### config.mk
export PLATFORM = sky130hd
export DESIGN_NAME = shared_exponent_quantizer
export DESIGN_NICKNAME = d
export VERILOG_FILES = /design/src/design/sxq_pkg.sv /design/src/design/sxq_ram.sv /design/src/design/sxq_exp.sv /design/src/design/sxq_quant.sv /design/src/design/shared_exponent_quantizer.sv
export VERILOG_INCLUDE_DIRS = /design/src /design/src/design
export SDC_FILE = /design/constraint.sdc
export NUM_CORES = 2
export LEC_CHECK = 0
export BUFFER_PORTS_ARGS = -buffer_cell sky130_fd_sc_hd__buf_4
export CAP_MARGIN = 15
export CORE_ASPECT_RATIO = 0.75
export CORE_UTILIZATION = 65
export CTS_BUF_LIST = sky130_fd_sc_hd__clkbuf_4 sky130_fd_sc_hd__clkbuf_8 sky130_fd_sc_hd__clkbuf_16
export DETAILED_ROUTE_END_ITERATION = 7
export GPL_TIMING_DRIVEN = 1
export PLACE_DENSITY = 0.9
export SYNTH_ARGS = -nofsm -noshare
export SYNTH_HDL_FRONTEND = slang
export SYNTH_SLANG_ARGS = --single-unit
### constraint.sdc
create_clock -name clk -period 13.5 [get_ports clk]
set_input_delay 0.675 -clock clk [delete_from_list [all_inputs] [get_ports clk]]
set_output_delay 0.675 -clock clk [all_outputs]
set_load 0.03 [all_outputs]
### src/design/shared_exponent_quantizer_macros.svh
// ----------------------------------------------------------------------------
// Shared exponent quantizer assertion macros
// Assertion wrappers used by the quantizer RTL; they expand to nothing when
// SYNTHESIS is defined.
// ----------------------------------------------------------------------------
`ifndef SHARED_EXPONENT_QUANTIZER_MACROS_SVH
`define SHARED_EXPONENT_QUANTIZER_MACROS_SVH

`ifndef SYNTHESIS
// Same-cycle implication, disabled during reset.
`define SXQ_ASSERT_IMP(label, clk, rst_n, ante, cons) \
    label: assert property (@(posedge clk) disable iff (!rst_n) (ante) |-> (cons)) \
        else $error("shared_exponent_quantizer: assertion failed");
// Next-cycle implication, disabled during reset.
`define SXQ_ASSERT_NXT(label, clk, rst_n, ante, cons) \
    label: assert property (@(posedge clk) disable iff (!rst_n) (ante) |=> (cons)) \
        else $error("shared_exponent_quantizer: assertion failed");
`else
`define SXQ_ASSERT_IMP(label, clk, rst_n, ante, cons)
`define SXQ_ASSERT_NXT(label, clk, rst_n, ante, cons)
`endif

`endif

### src/design/sxq_pkg.sv
// ----------------------------------------------------------------------------
// Shared exponent quantizer package
// Types and fixed constants shared by the quantizer modules.
// ----------------------------------------------------------------------------
package sxq_pkg;

    localparam logic [23:0] SQRT2_MANT    = 24'hB504F3;
    localparam logic [23:0] INV_SQRT2_Q24 = 24'hB504F3;
    localparam logic [23:0] MANT_ONE      = 24'h800000;
    localparam logic [16:0] EXP_BIAS      = 17'd32767;
    localparam logic [16:0] CODE_SAT      = 17'd65536;
    localparam logic [17:0] CODE_MID      = 18'd32768;
    localparam logic [17:0] CODE_MAX      = 18'd65535;

    typedef enum logic [1:0] {
        STATUS_OK      = 2'd0,
        STATUS_BAD_MAX = 2'd1,
        STATUS_PARTIAL = 2'd2
    } status_t;

    typedef enum logic [2:0] {
        FSM_IDLE,
        FSM_EXP,
        FSM_READ,
        FSM_MUL,
        FSM_CODE
    } fsm_t;

    // Scale of a group: S = 2^half, times sqrt2 when odd is set.
    typedef struct packed {
        logic signed [8:0] half;
        logic              odd;
    } scale_t;

    typedef struct packed {
        logic [15:0] word;
        scale_t      scale;
    } exp_info_t;

    typedef struct packed {
        logic [15:0] code;
        logic        is_exp;
        logic        last;
        status_t     status;
    } result_t;

endpackage

### src/design/sxq_ram.sv
// ----------------------------------------------------------------------------
// Generic RAM
// One write port and one read port with registered read data.
// ----------------------------------------------------------------------------
module sxq_ram #(
    parameter int WIDTH = 32,
    parameter int DEPTH = 24,
    parameter int AW    = (DEPTH > 1) ? $clog2(DEPTH) : 1
) (
    input  logic             clk,
    input  logic             we,
    input  logic [AW-1:0]    waddr,
    input  logic [WIDTH-1:0] wdata,
    input  logic             re,
    input  logic [AW-1:0]    raddr,
    output logic [WIDTH-1:0] rdata
);

    logic [WIDTH-1:0] mem [DEPTH];
    logic [WIDTH-1:0] rdata_reg;

    always_ff @(posedge clk)
    begin
        if (we)
        begin
            mem[waddr] <= wdata;
        end
        if (re)
        begin
            rdata_reg <= mem[raddr];
        end
    end

    assign rdata = rdata_reg;

endmodule

### src/design/sxq_exp.sv
// ----------------------------------------------------------------------------
// Shared exponent unit
// Turns the group maximum into the exponent word and the scale used to
// divide each sample.
// ----------------------------------------------------------------------------
module sxq_exp (
    input  logic [30:0]          group_max,
    output sxq_pkg::exp_info_t   info
);

    import sxq_pkg::*;

    logic [7:0]        ex;
    logic [22:0]       frac;
    logic [4:0]        lead;
    logic [23:0]       nm;
    logic signed [9:0] e;
    logic [1:0]        d;
    logic [16:0]       wsum;

    always_comb
    begin
        ex   = group_max[30:23];
        frac = group_max[22:0];
        lead = '0;
        for (int i = 0; i < 23; i++)
        begin
            if (frac[i])
            begin
                lead = 5'(i);
            end
        end
        if (ex != 8'd0)
        begin
            nm = {1'b1, frac};
            e  = $signed({2'b00, ex}) - 10'sd127;
        end
        else
        begin
            // Subnormal: normalize so that the leading one sits at bit 23.
            nm = {1'b0, frac} << (5'd23 - lead);
            e  = $signed({5'b00000, lead}) - 10'sd149;
        end
        if (nm == MANT_ONE)
        begin
            d = 2'd0;
        end
        else if (nm <= SQRT2_MANT)
        begin
            d = 2'd1;
        end
        else
        begin
            d = 2'd2;
        end
        wsum = 17'($signed({e[9], e, 1'b0})) + {15'd0, d} + EXP_BIAS;
        info.word       = wsum[15:0];
        info.scale.odd  = (d == 2'd1);
        info.scale.half = (d == 2'd2) ? 9'(e + 10'sd1) : 9'(e);
    end

endmodule

### src/design/sxq_quant.sv
// ----------------------------------------------------------------------------
// Sample quantizer
// Two-step datapath: a registered mantissa multiply by 1/sqrt2 when the
// scale is odd, then the shift, rounding and clamp that form the 16-bit code.
// ----------------------------------------------------------------------------
module sxq_quant (
    input  logic            clk,
    input  logic            load,
    input  logic [31:0]     sample,
    input  sxq_pkg::scale_t scale,
    output logic [15:0]     code
);

    import sxq_pkg::*;

    logic [7:0]         ex;
    logic [7:0]         exe;
    logic [23:0]        mant;
    logic [47:0]        prod_next;
    logic signed [10:0] sh_next;

    logic [47:0]        prod_reg;
    logic signed [10:0] sh_reg;
    logic               neg_reg;
    logic               zero_reg;

    logic [10:0]        nshift;
    logic [63:0]        shl;
    logic [47:0]        shr;
    logic [47:0]        mask;
    logic [16:0]        ip;
    logic               fr;
    logic [17:0]        dsum;
    logic [17:0]        psum;

    always_comb
    begin
        ex   = sample[30:23];
        mant = (ex != 8'd0) ? {1'b1, sample[22:0]} : {1'b0, sample[22:0]};
        exe  = (ex != 8'd0) ? ex : 8'd1;
        if (scale.odd)
        begin
            prod_next = {24'd0, mant} * {24'd0, INV_SQRT2_Q24};
        end
        else
        begin
            prod_next = {24'd0, mant};
        end
        sh_next = $signed({3'b000, exe}) - 11'sd135 - (scale.odd ? 11'sd24 : 11'sd0)
                  - $signed({{2{scale.half[8]}}, scale.half});
    end

    always_ff @(posedge clk)
    begin
        if (load)
        begin
            prod_reg <= prod_next;
            sh_reg   <= sh_next;
            neg_reg  <= sample[31];
            zero_reg <= (sample[30:0] == 31'd0);
        end
    end

    always_comb
    begin
        nshift = 11'(-sh_reg);
        shl    = {16'd0, prod_reg} << sh_reg[4:0];
        shr    = prod_reg >> nshift[5:0];
        mask   = ~({48{1'b1}} << nshift[5:0]);
        ip     = '0;
        fr     = 1'b0;
        if (sh_reg >= 11'sd0)
        begin
            if (sh_reg > 11'sd16 || shl > 64'(CODE_SAT))
            begin
                ip = CODE_SAT;
            end
            else
            begin
                ip = shl[16:0];
            end
        end
        else if (nshift >= 11'd48)
        begin
            ip = '0;
            fr = (prod_reg != 48'd0);
        end
        else
        begin
            ip = (shr > 48'(CODE_SAT)) ? CODE_SAT : shr[16:0];
            fr = |(prod_reg & mask);
        end
        // Negative samples take the ceiling of the scaled magnitude.
        dsum = {1'b0, ip} + {17'd0, fr};
        psum = {1'b0, ip} + CODE_MID;
        if (zero_reg)
        begin
            code = CODE_MID[15:0];
        end
        else if (neg_reg)
        begin
            code = (dsum >= CODE_MID) ? 16'd0 : 16'(CODE_MID - dsum);
        end
        else
        begin
            code = (psum > CODE_MAX) ? CODE_MAX[15:0] : psum[15:0];
        end
    end

endmodule

### src/design/shared_exponent_quantizer.sv
// ----------------------------------------------------------------------------
// Shared exponent quantizer
// Block floating point encoder: float samples in, one exponent word and
// one 16-bit code per sample out for each group with a finite nonzero maximum.
// ----------------------------------------------------------------------------
// Samples are taken one per cycle while the block is collecting a group and
// the output is free, and are written into the sample RAM. When the group
// completes, the block stops taking requests and emits the exponent word
// and then one code per sample, each formed by a RAM read, a mantissa
// multiply and then the shift and round. A group whose maximum is zero,
// infinite or NaN, or a block that ends mid-group, produces a single status
// result in the cycle after its last sample. Writing group_size drops any
// partial group.
`include "shared_exponent_quantizer_macros.svh"

module shared_exponent_quantizer #(
    parameter int MAX_GROUP = 24
) (
    input  logic        clk,
    input  logic        rst_n,
    input  logic        group_size_we,
    input  logic [4:0]  group_size,
    input  logic        in_valid,
    output logic        in_ready,
    input  logic [31:0] sample_bits,
    input  logic        end_of_block,
    output logic        out_valid,
    input  logic        out_ready,
    output logic [15:0] code_word,
    output logic        is_exponent,
    output logic        last_of_group,
    output logic [1:0]  status
);

    import sxq_pkg::*;

    localparam int CW = $clog2(MAX_GROUP + 1);
    localparam int AW = (MAX_GROUP > 1) ? $clog2(MAX_GROUP) : 1;
    localparam int SW = (CW > 5) ? CW : 5;
    localparam logic [SW-1:0] MAX_SW = SW'(MAX_GROUP);

    fsm_t          state_reg;
    fsm_t          state_next;
    logic [4:0]    size_reg;
    logic [CW-1:0] fill_reg;
    logic [30:0]   max_reg;
    logic [AW-1:0] idx_reg;
    scale_t        scale_reg;
    result_t       out_reg;
    logic          out_valid_reg;

    logic [SW-1:0] size_ext;
    logic [CW-1:0] size_eff;
    logic [CW-1:0] fill_inc;
    logic [30:0]   cand_max;
    logic          complete;
    logic          bad_max;
    logic          out_free;
    logic          accept;
    logic          idx_last;

    logic          load_res;
    result_t       res_next;
    logic          capture_scale;
    logic          clear_group;
    logic          idx_step;
    logic          rd_en;
    logic          quant_load;

    exp_info_t     exp_info;
    logic [31:0]   rd_data;
    logic [15:0]   quant_code;

    // Out-of-range sizes: zero acts as one, large values as the store depth.
    always_comb
    begin
        size_ext = SW'(size_reg);
        if (size_ext == '0)
        begin
            size_eff = CW'(1);
        end
        else if (size_ext > MAX_SW)
        begin
            size_eff = CW'(MAX_GROUP);
        end
        else
        begin
            size_eff = CW'(size_ext);
        end
    end

    assign out_free = !out_valid_reg || out_ready;
    assign in_ready = (state_reg == FSM_IDLE) && out_free && !group_size_we;
    assign accept   = in_valid && in_ready;
    assign fill_inc = fill_reg + CW'(1);
    assign complete = (fill_inc >= size_eff);
    assign cand_max = (sample_bits[30:0] > max_reg) ? sample_bits[30:0] : max_reg;
    assign bad_max  = (cand_max == 31'd0) || (cand_max[30:23] == 8'hFF);
    assign idx_last = ((CW'(idx_reg) + CW'(1)) == fill_reg);

    sxq_ram #(
        .WIDTH (32),
        .DEPTH (MAX_GROUP),
        .AW    (AW)
    ) u_store (
        .clk   (clk),
        .we    (accept),
        .waddr (fill_reg[AW-1:0]),
        .wdata (sample_bits),
        .re    (rd_en),
        .raddr (idx_reg),
        .rdata (rd_data)
    );

    sxq_exp u_exp (
        .group_max (max_reg),
        .info      (exp_info)
    );

    sxq_quant u_quant (
        .clk    (clk),
        .load   (quant_load),
        .sample (rd_data),
        .scale  (scale_reg),
        .code   (quant_code)
    );

    always_comb
    begin
        state_next = state_reg;
        case (state_reg)
            FSM_IDLE:
            begin
                if (accept && complete && !bad_max)
                begin
                    state_next = FSM_EXP;
                end
            end
            FSM_EXP:
            begin
                if (out_free)
                begin
                    state_next = FSM_READ;
                end
            end
            FSM_READ:
            begin
                state_next = FSM_MUL;
            end
            FSM_MUL:
            begin
                state_next = FSM_CODE;
            end
            FSM_CODE:
            begin
                if (out_free)
                begin
                    state_next = idx_last ? FSM_IDLE : FSM_READ;
                end
            end
            default:
            begin
                state_next = FSM_IDLE;
            end
        endcase
    end

    always_comb
    begin
        load_res      = 1'b0;
        res_next      = '{code: 16'd0, is_exp: 1'b0, last: 1'b1, status: STATUS_OK};
        capture_scale = 1'b0;
        clear_group   = 1'b0;
        idx_step      = 1'b0;
        rd_en         = 1'b0;
        quant_load    = 1'b0;
        case (state_reg)
            FSM_IDLE:
            begin
                if (accept && !complete && end_of_block)
                begin
                    load_res        = 1'b1;
                    res_next.status = STATUS_PARTIAL;
                end
                else if (accept && complete && bad_max)
                begin
                    load_res        = 1'b1;
                    res_next.status = STATUS_BAD_MAX;
                end
            end
            FSM_EXP:
            begin
                if (out_free)
                begin
                    load_res        = 1'b1;
                    res_next.code   = exp_info.word;
                    res_next.is_exp = 1'b1;
                    res_next.last   = 1'b0;
                    capture_scale   = 1'b1;
                end
            end
            FSM_READ:
            begin
                rd_en = 1'b1;
            end
            FSM_MUL:
            begin
                quant_load = 1'b1;
            end
            FSM_CODE:
            begin
                if (out_free)
                begin
                    load_res      = 1'b1;
                    res_next.code = quant_code;
                    res_next.last = idx_last;
                    idx_step      = 1'b1;
                    clear_group   = idx_last;
                end
            end
            default:
            begin
                load_res = 1'b0;
            end
        endcase
    end

    always_ff @(posedge clk or negedge rst_n)
    begin
        if (!rst_n)
        begin
            state_reg     <= FSM_IDLE;
            size_reg      <= 5'd24;
            fill_reg      <= '0;
            max_reg       <= '0;
            idx_reg       <= '0;
            out_valid_reg <= 1'b0;
        end
        else
        begin
            state_reg <= state_next;
            if (group_size_we)
            begin
                size_reg <= group_size;
            end
            if (group_size_we && state_reg == FSM_IDLE)
            begin
                fill_reg <= '0;
                max_reg  <= '0;
            end
            else if (accept)
            begin
                if ((complete && bad_max) || (!complete && end_of_block))
                begin
                    fill_reg <= '0;
                    max_reg  <= '0;
                end
                else
                begin
                    // A complete group keeps its count as the bound of the code loop.
                    fill_reg <= fill_inc;
                    max_reg  <= cand_max;
                end
            end
            else if (clear_group)
            begin
                fill_reg <= '0;
                max_reg  <= '0;
            end
            if (capture_scale)
            begin
                idx_reg <= '0;
            end
            else if (idx_step)
            begin
                idx_reg <= idx_reg + AW'(1);
            end
            if (load_res)
            begin
                out_valid_reg <= 1'b1;
            end
            else if (out_ready)
            begin
                out_valid_reg <= 1'b0;
            end
        end
    end

    always_ff @(posedge clk)
    begin
        if (capture_scale)
        begin
            scale_reg <= exp_info.scale;
        end
        if (load_res)
        begin
            out_reg <= res_next;
        end
    end

    assign out_valid     = out_valid_reg;
    assign code_word     = out_reg.code;
    assign is_exponent   = out_reg.is_exp;
    assign last_of_group = out_reg.last;
    assign status        = out_reg.status;

    `SXQ_ASSERT_NXT(a_bad_max_result, clk, rst_n, accept && complete && bad_max, out_valid_reg && out_reg.last && out_reg.status == STATUS_BAD_MAX)
    `SXQ_ASSERT_IMP(a_exp_group_nonempty, clk, rst_n, state_reg == FSM_EXP, fill_reg != '0)
    `SXQ_ASSERT_IMP(a_code_index_bound, clk, rst_n, state_reg == FSM_CODE, CW'(idx_reg) < fill_reg)
    `SXQ_ASSERT_IMP(a_exp_word_ok, clk, rst_n, out_valid_reg && out_reg.is_exp, out_reg.status == STATUS_OK && !out_reg.last)
    `SXQ_ASSERT_IMP(a_idle_fill_bound, clk, rst_n, state_reg == FSM_IDLE, fill_reg < size_eff)

endmodule

==> results of run 1 <==
[routing by layer]
layer	global-route usage (%)	overflow
met5	16.2	6
met1	61.3	17
met4	40.9	74
met3	34.4	13
met2	73.5	80
[per-stage QoR]
step	hold WS [ns]	cells	utilization, %	setup WS [ns]
4_1_cts	0.0524	5590	70.9	4.16
3_3_place_gp	0.486	5431	67.5	4.28
2_1_floorplan	0.379	4406	-	5.86
3_5_place_dp	0.509	5431	67.5	4.18
[cells by family after synthesis]
| kind of cell | share of synthesized area [%] |
|---|---|
| AOI/OAI and AO/OA | 9.30 |
| xor gates and xnor gates | 1.66 |
| adders and majority gates | 14.1 |
| buffers and inverters | 4.43 |
| and+or+nand+nor | 7.74 |
| muxes | 14.3 |
| DFF | 48.4 |
==> reports/qor.txt, run 1 <==
outcome: did not finish
Halt Stage: 5_1_grt
Run Error: [ERROR GRT-0116] Global routing finished with congestion. Check the congestion regions in the DRC Viewer.
post-CTS setup buffer count: 0
I/O Pins: 65
global-route wire length before repair: 347000 um
mapped cell area: 0.0579 sq mm
GRT overflow: 190
clock sinks: 941
Main synth FF type: edfxtp_1
Cell Area, Placed: 0.0594 sq mm
synth cell count leaders: edfxtp_1 (891), inv_1 (377), ha_1 (332), nor2_1 (276), mux4_2 (274)
gr usage total: 54.7%
Initial Util: 65.8%
CTS Buf Count: 86
Rows: 94
Synth area leaders: edfxtp_1 (46%), mux4_2 (11%), ha_1 (7.2%)
clk buf depth: 3
Syn Nets: 4981
most frequent cell after synthesis: edfxtp_1
Routability Congestion: 0.995
Post-Synthesis Cells: 4406
yosys warns: 0
Yosys top cell area share: 46.2%
H-tree depth: 3
Die Height: 260 um
Synth area leader: edfxtp_1
Horiz. Die Dim: 347 um
number of synthesized flops with an enable pin: 891
Detail Placement HPWL: 127000 um
root buffer cell: clkbuf_16
average size of a mapped cell: 13.1 sq um
Port Buf Inserts: 64
largest net degree at the start of global routing: 76
# resized after CTS: 0
CTS Hold Bufs: 0
Synth cell types: 105
Async SR Flop Fraction: 5.31%
vias in the first global route: 48100
#FFs+latches synth: 941
Seq/Total Area, Yosys: 48.4%
==> run 2: changes to the inputs <==
- CORE_ASPECT_RATIO: 0.75 -> not set
- CORE_UTILIZATION: 65 -> 40
- CTS_BUF_LIST: sky130_fd_sc_hd__clkbuf_4 sky130_fd_sc_hd__clkbuf_8 sky130_fd_sc_hd__clkbuf_16 -> not set
- PLACE_DENSITY: 0.9 -> not set
- PLACE_DENSITY_LB_ADDON: not set -> 0.15
==> reports/qor.txt, run 2 <==
# DRC: 0
Detail Placement HPWL: 110000 um (-13%)
clock sinks: 941 (unchanged)
Compound-Gate Fraction of Synth Area: 9.30% (unchanged)
crit path DAT: 9.29 ns
Main synth FF type: edfxtp_1
core area: 0.144 sq mm
largest family of logic cells by synthesized area: multiplexers
Startpoint Class: flop
GRT overflow: 0
Setup crit end: code_word[14]
worst-skew pair later-pin latency: 0.71 ns
# resized after CTS: 0 (unchanged)
CP Capture Type: flop
vias in the first global route: 37900
average size of a mapped cell: 13.1 sq um (unchanged)
Final Skew: 0.0528 ns
outcome: complete, no violations
post-route cell area: 0.0635 sq mm
leading cell type in the layout, fill and taps excluded: edfxtp_1
number of synthesized flops with an enable pin: 891 (unchanged)
Worst Hold Launch: group_size[3]
post-route insts no fill: 6372
Syn Nets: 4981 (unchanged)
Synth cell types: 105 (unchanged)
root buffer cell: clkbuf_16
worst path required time: 13.92 ns
most frequent cell after synthesis: edfxtp_1
reg2reg start: u_quant.sh_reg[0]
Post-Place Worst Slack: 4.77 ns (+0.592 ns)
Initial Util: 40.3% (-25 points)
clock-pin slew on the worst setup and hold paths: 0.06 ns
I/O Pins: 65 (unchanged)
fin. max-slew vios: 0
Crit. Startpoint: u_quant.sh_reg[0]
CTS tree: built
Synth area leaders: edfxtp_1 (46%), mux4_2 (11%), ha_1 (7.2%)
crit-path max FO: 75
routed wire length per instance: 25.8 um
Horiz. Die Dim: 382 um (+10%)
Rows: 139 (+48%)
global-route wire length before repair: 248000 um
Port Buf Inserts: 64 (unchanged)
max FFs per register: 768
Final ANT Viol Nets: 0
RSZ-0062 raised after global routing: false
H-tree depth: 3 (unchanged)
Slew headroom: 24.4%
Synth Area in XOR/XNOR: 1.66% (unchanged)
Worst R2R End: code_word[14]
Worst Slack Setup Final: 4.63 ns
largest net degree at the start of global routing: 79
FMAX: 113 MHz
number of fill cells: 13100
Simple-Gate Fraction of Synth Area: 7.74% (unchanged)
Via-to-Cell Ratio: 5.80
Min-Delay Path Class: in -> reg
Cell Area, Placed: 0.0604 sq mm (+1.7%)
Pre-antenna DRT Iters: 5
share of cells above drive strength 1: 15.0%
Synth area leader: edfxtp_1
Post-Synthesis Cells: 4406 (unchanged)
# diodes: 0
final period demand of the worst path: 8.87 ns
final WL: 164000 um
max-cap violations: 0
Nets: 4963
total die area: 0.146 sq mm
Die Height: 382 um (+47%)
Yosys top cell area share: 46.2% (unchanged)
CTS Buf Count: 100 (+16%)
setup_tns: 0 ns
Final Cycle Share: 65.7%
post-CTS setup buffer count: 0 (unchanged)
post-synthesis mux area share: 14.3% (unchanged)
mapped cell area: 0.0579 sq mm (unchanged)
Worst-Margin Slew: 1.13 ns
initial antenna violation count: 4
Seq/Total Area, Yosys: 48.4% (unchanged)
Final Hold Viols: 0
Layout area overhead: 9.78%
adder-cell share of the synthesized area: 14.1% (unchanged)
Async SR Flop Fraction: 5.31% (unchanged)
gr usage total: 22.5%
setup slack, reg-to-reg: 4.63 ns
reg2reg path depth: 27
final setup fails: 0
clk buf depth: 3 (unchanged)
Routability Congestion: 0.902 (-9.4%)
number of placed cells counting well taps: 6188 (+14%)
#FFs+latches synth: 941 (unchanged)
yosys warns: 0 (unchanged)
WS Path Type: reg -> reg
via count: 37000
CTS Hold Bufs: 1 (+1)
commonest non-fill, non-tap cells in the layout: edfxtp_1 (891), inv_1 (377), ha_1 (330), mux4_2 (274), nor2_1 (251)
synth cell count leaders: edfxtp_1 (891), inv_1 (377), ha_1 (332), nor2_1 (276), mux4_2 (274)
1st-iter DRT viols: 3024
[run 2: cell counts after synthesis]
Identical to the previous run, type by type.
[run 2: metal layers]
layer  global-route usage, %  part of all wire, %  wire length [um]
met3                    2.63                  4.6              7560
met2                    38.9                   49             81200
met4                    5.61                  2.4              3980
met5                       0                0.016                27
met1                    30.2                   44             71600
[run 2: worst max-delay path, cell delays in order (launching register included)]
cell and delay [ns]:
edfxtp_1 0.36, buf_4 0.33, inv_4 0.58, ha_4 0.27, inv_1 0.05, ha_2 0.30
buf_4 0.65, clkinv_1 0.58, buf_4 0.40, and3_1 0.19, a21oi_1 0.23, o22ai_1 0.20
nor4_1 0.29, nand4b_1 0.21, o41ai_4 0.57, and2_1 0.33, a32o_1 0.24, ha_1 0.23
and3_1 0.16, a32oi_1 0.09, a21oi_1 0.40, nand3_1 0.21, nor2_1 0.12, nor4b_1 0.33
mux2i_1 0.46, buf_4 0.27, nor4bb_1 0.07, or3_1 0.36
[run 2: cells by family after synthesis]
family / after synthesis
AO/OA/AOI/OAI: 794
XOR/XNOR: 110
adder cells (fa/ha/maj): 534
buffers and inverters: 645
flip-flops: 941
multiplexers: 479
AND/OR/NAND/NOR: 903
[run 2: final cells by class]
class                   instances  area (sq um)  share of cell area (%)
flip-flops and latches        941         28000                    44.1
clock inverters                55           514                   0.809
repair buffers                140          1070                    1.68
clock buffers                 128          2610                    4.10
inverters                     385          1450                    2.28
multi-input cells            2820         27500                    43.3
well taps                    1903          2380                    3.75
[run 2: stage by stage]
step / hold slack, ns / utilization (%)
after floorplan: 0.379 / -
after global placement: 0.489 / 42.1
after detailed placement: 0.487 / 42.1
after CTS: 0.137 / 44.2
after global routing: 0.164 / 44.2
final: 0.193 / 44.2
[run 2: worst min path at each step]
stage / to / depth (start not counted)
floorplan: fill_reg[0] / 0
finish: size_ext[3] / 3
global placement: max_reg[27] / 1
detailed placement: max_reg[27] / 1
global route: size_ext[3] / 3
CTS: size_ext[3] / 3
Power of run 2 is left out: the tool's default activity adds up to more than one toggle a clock period on the data nets, which glitch-free logic cannot reach.
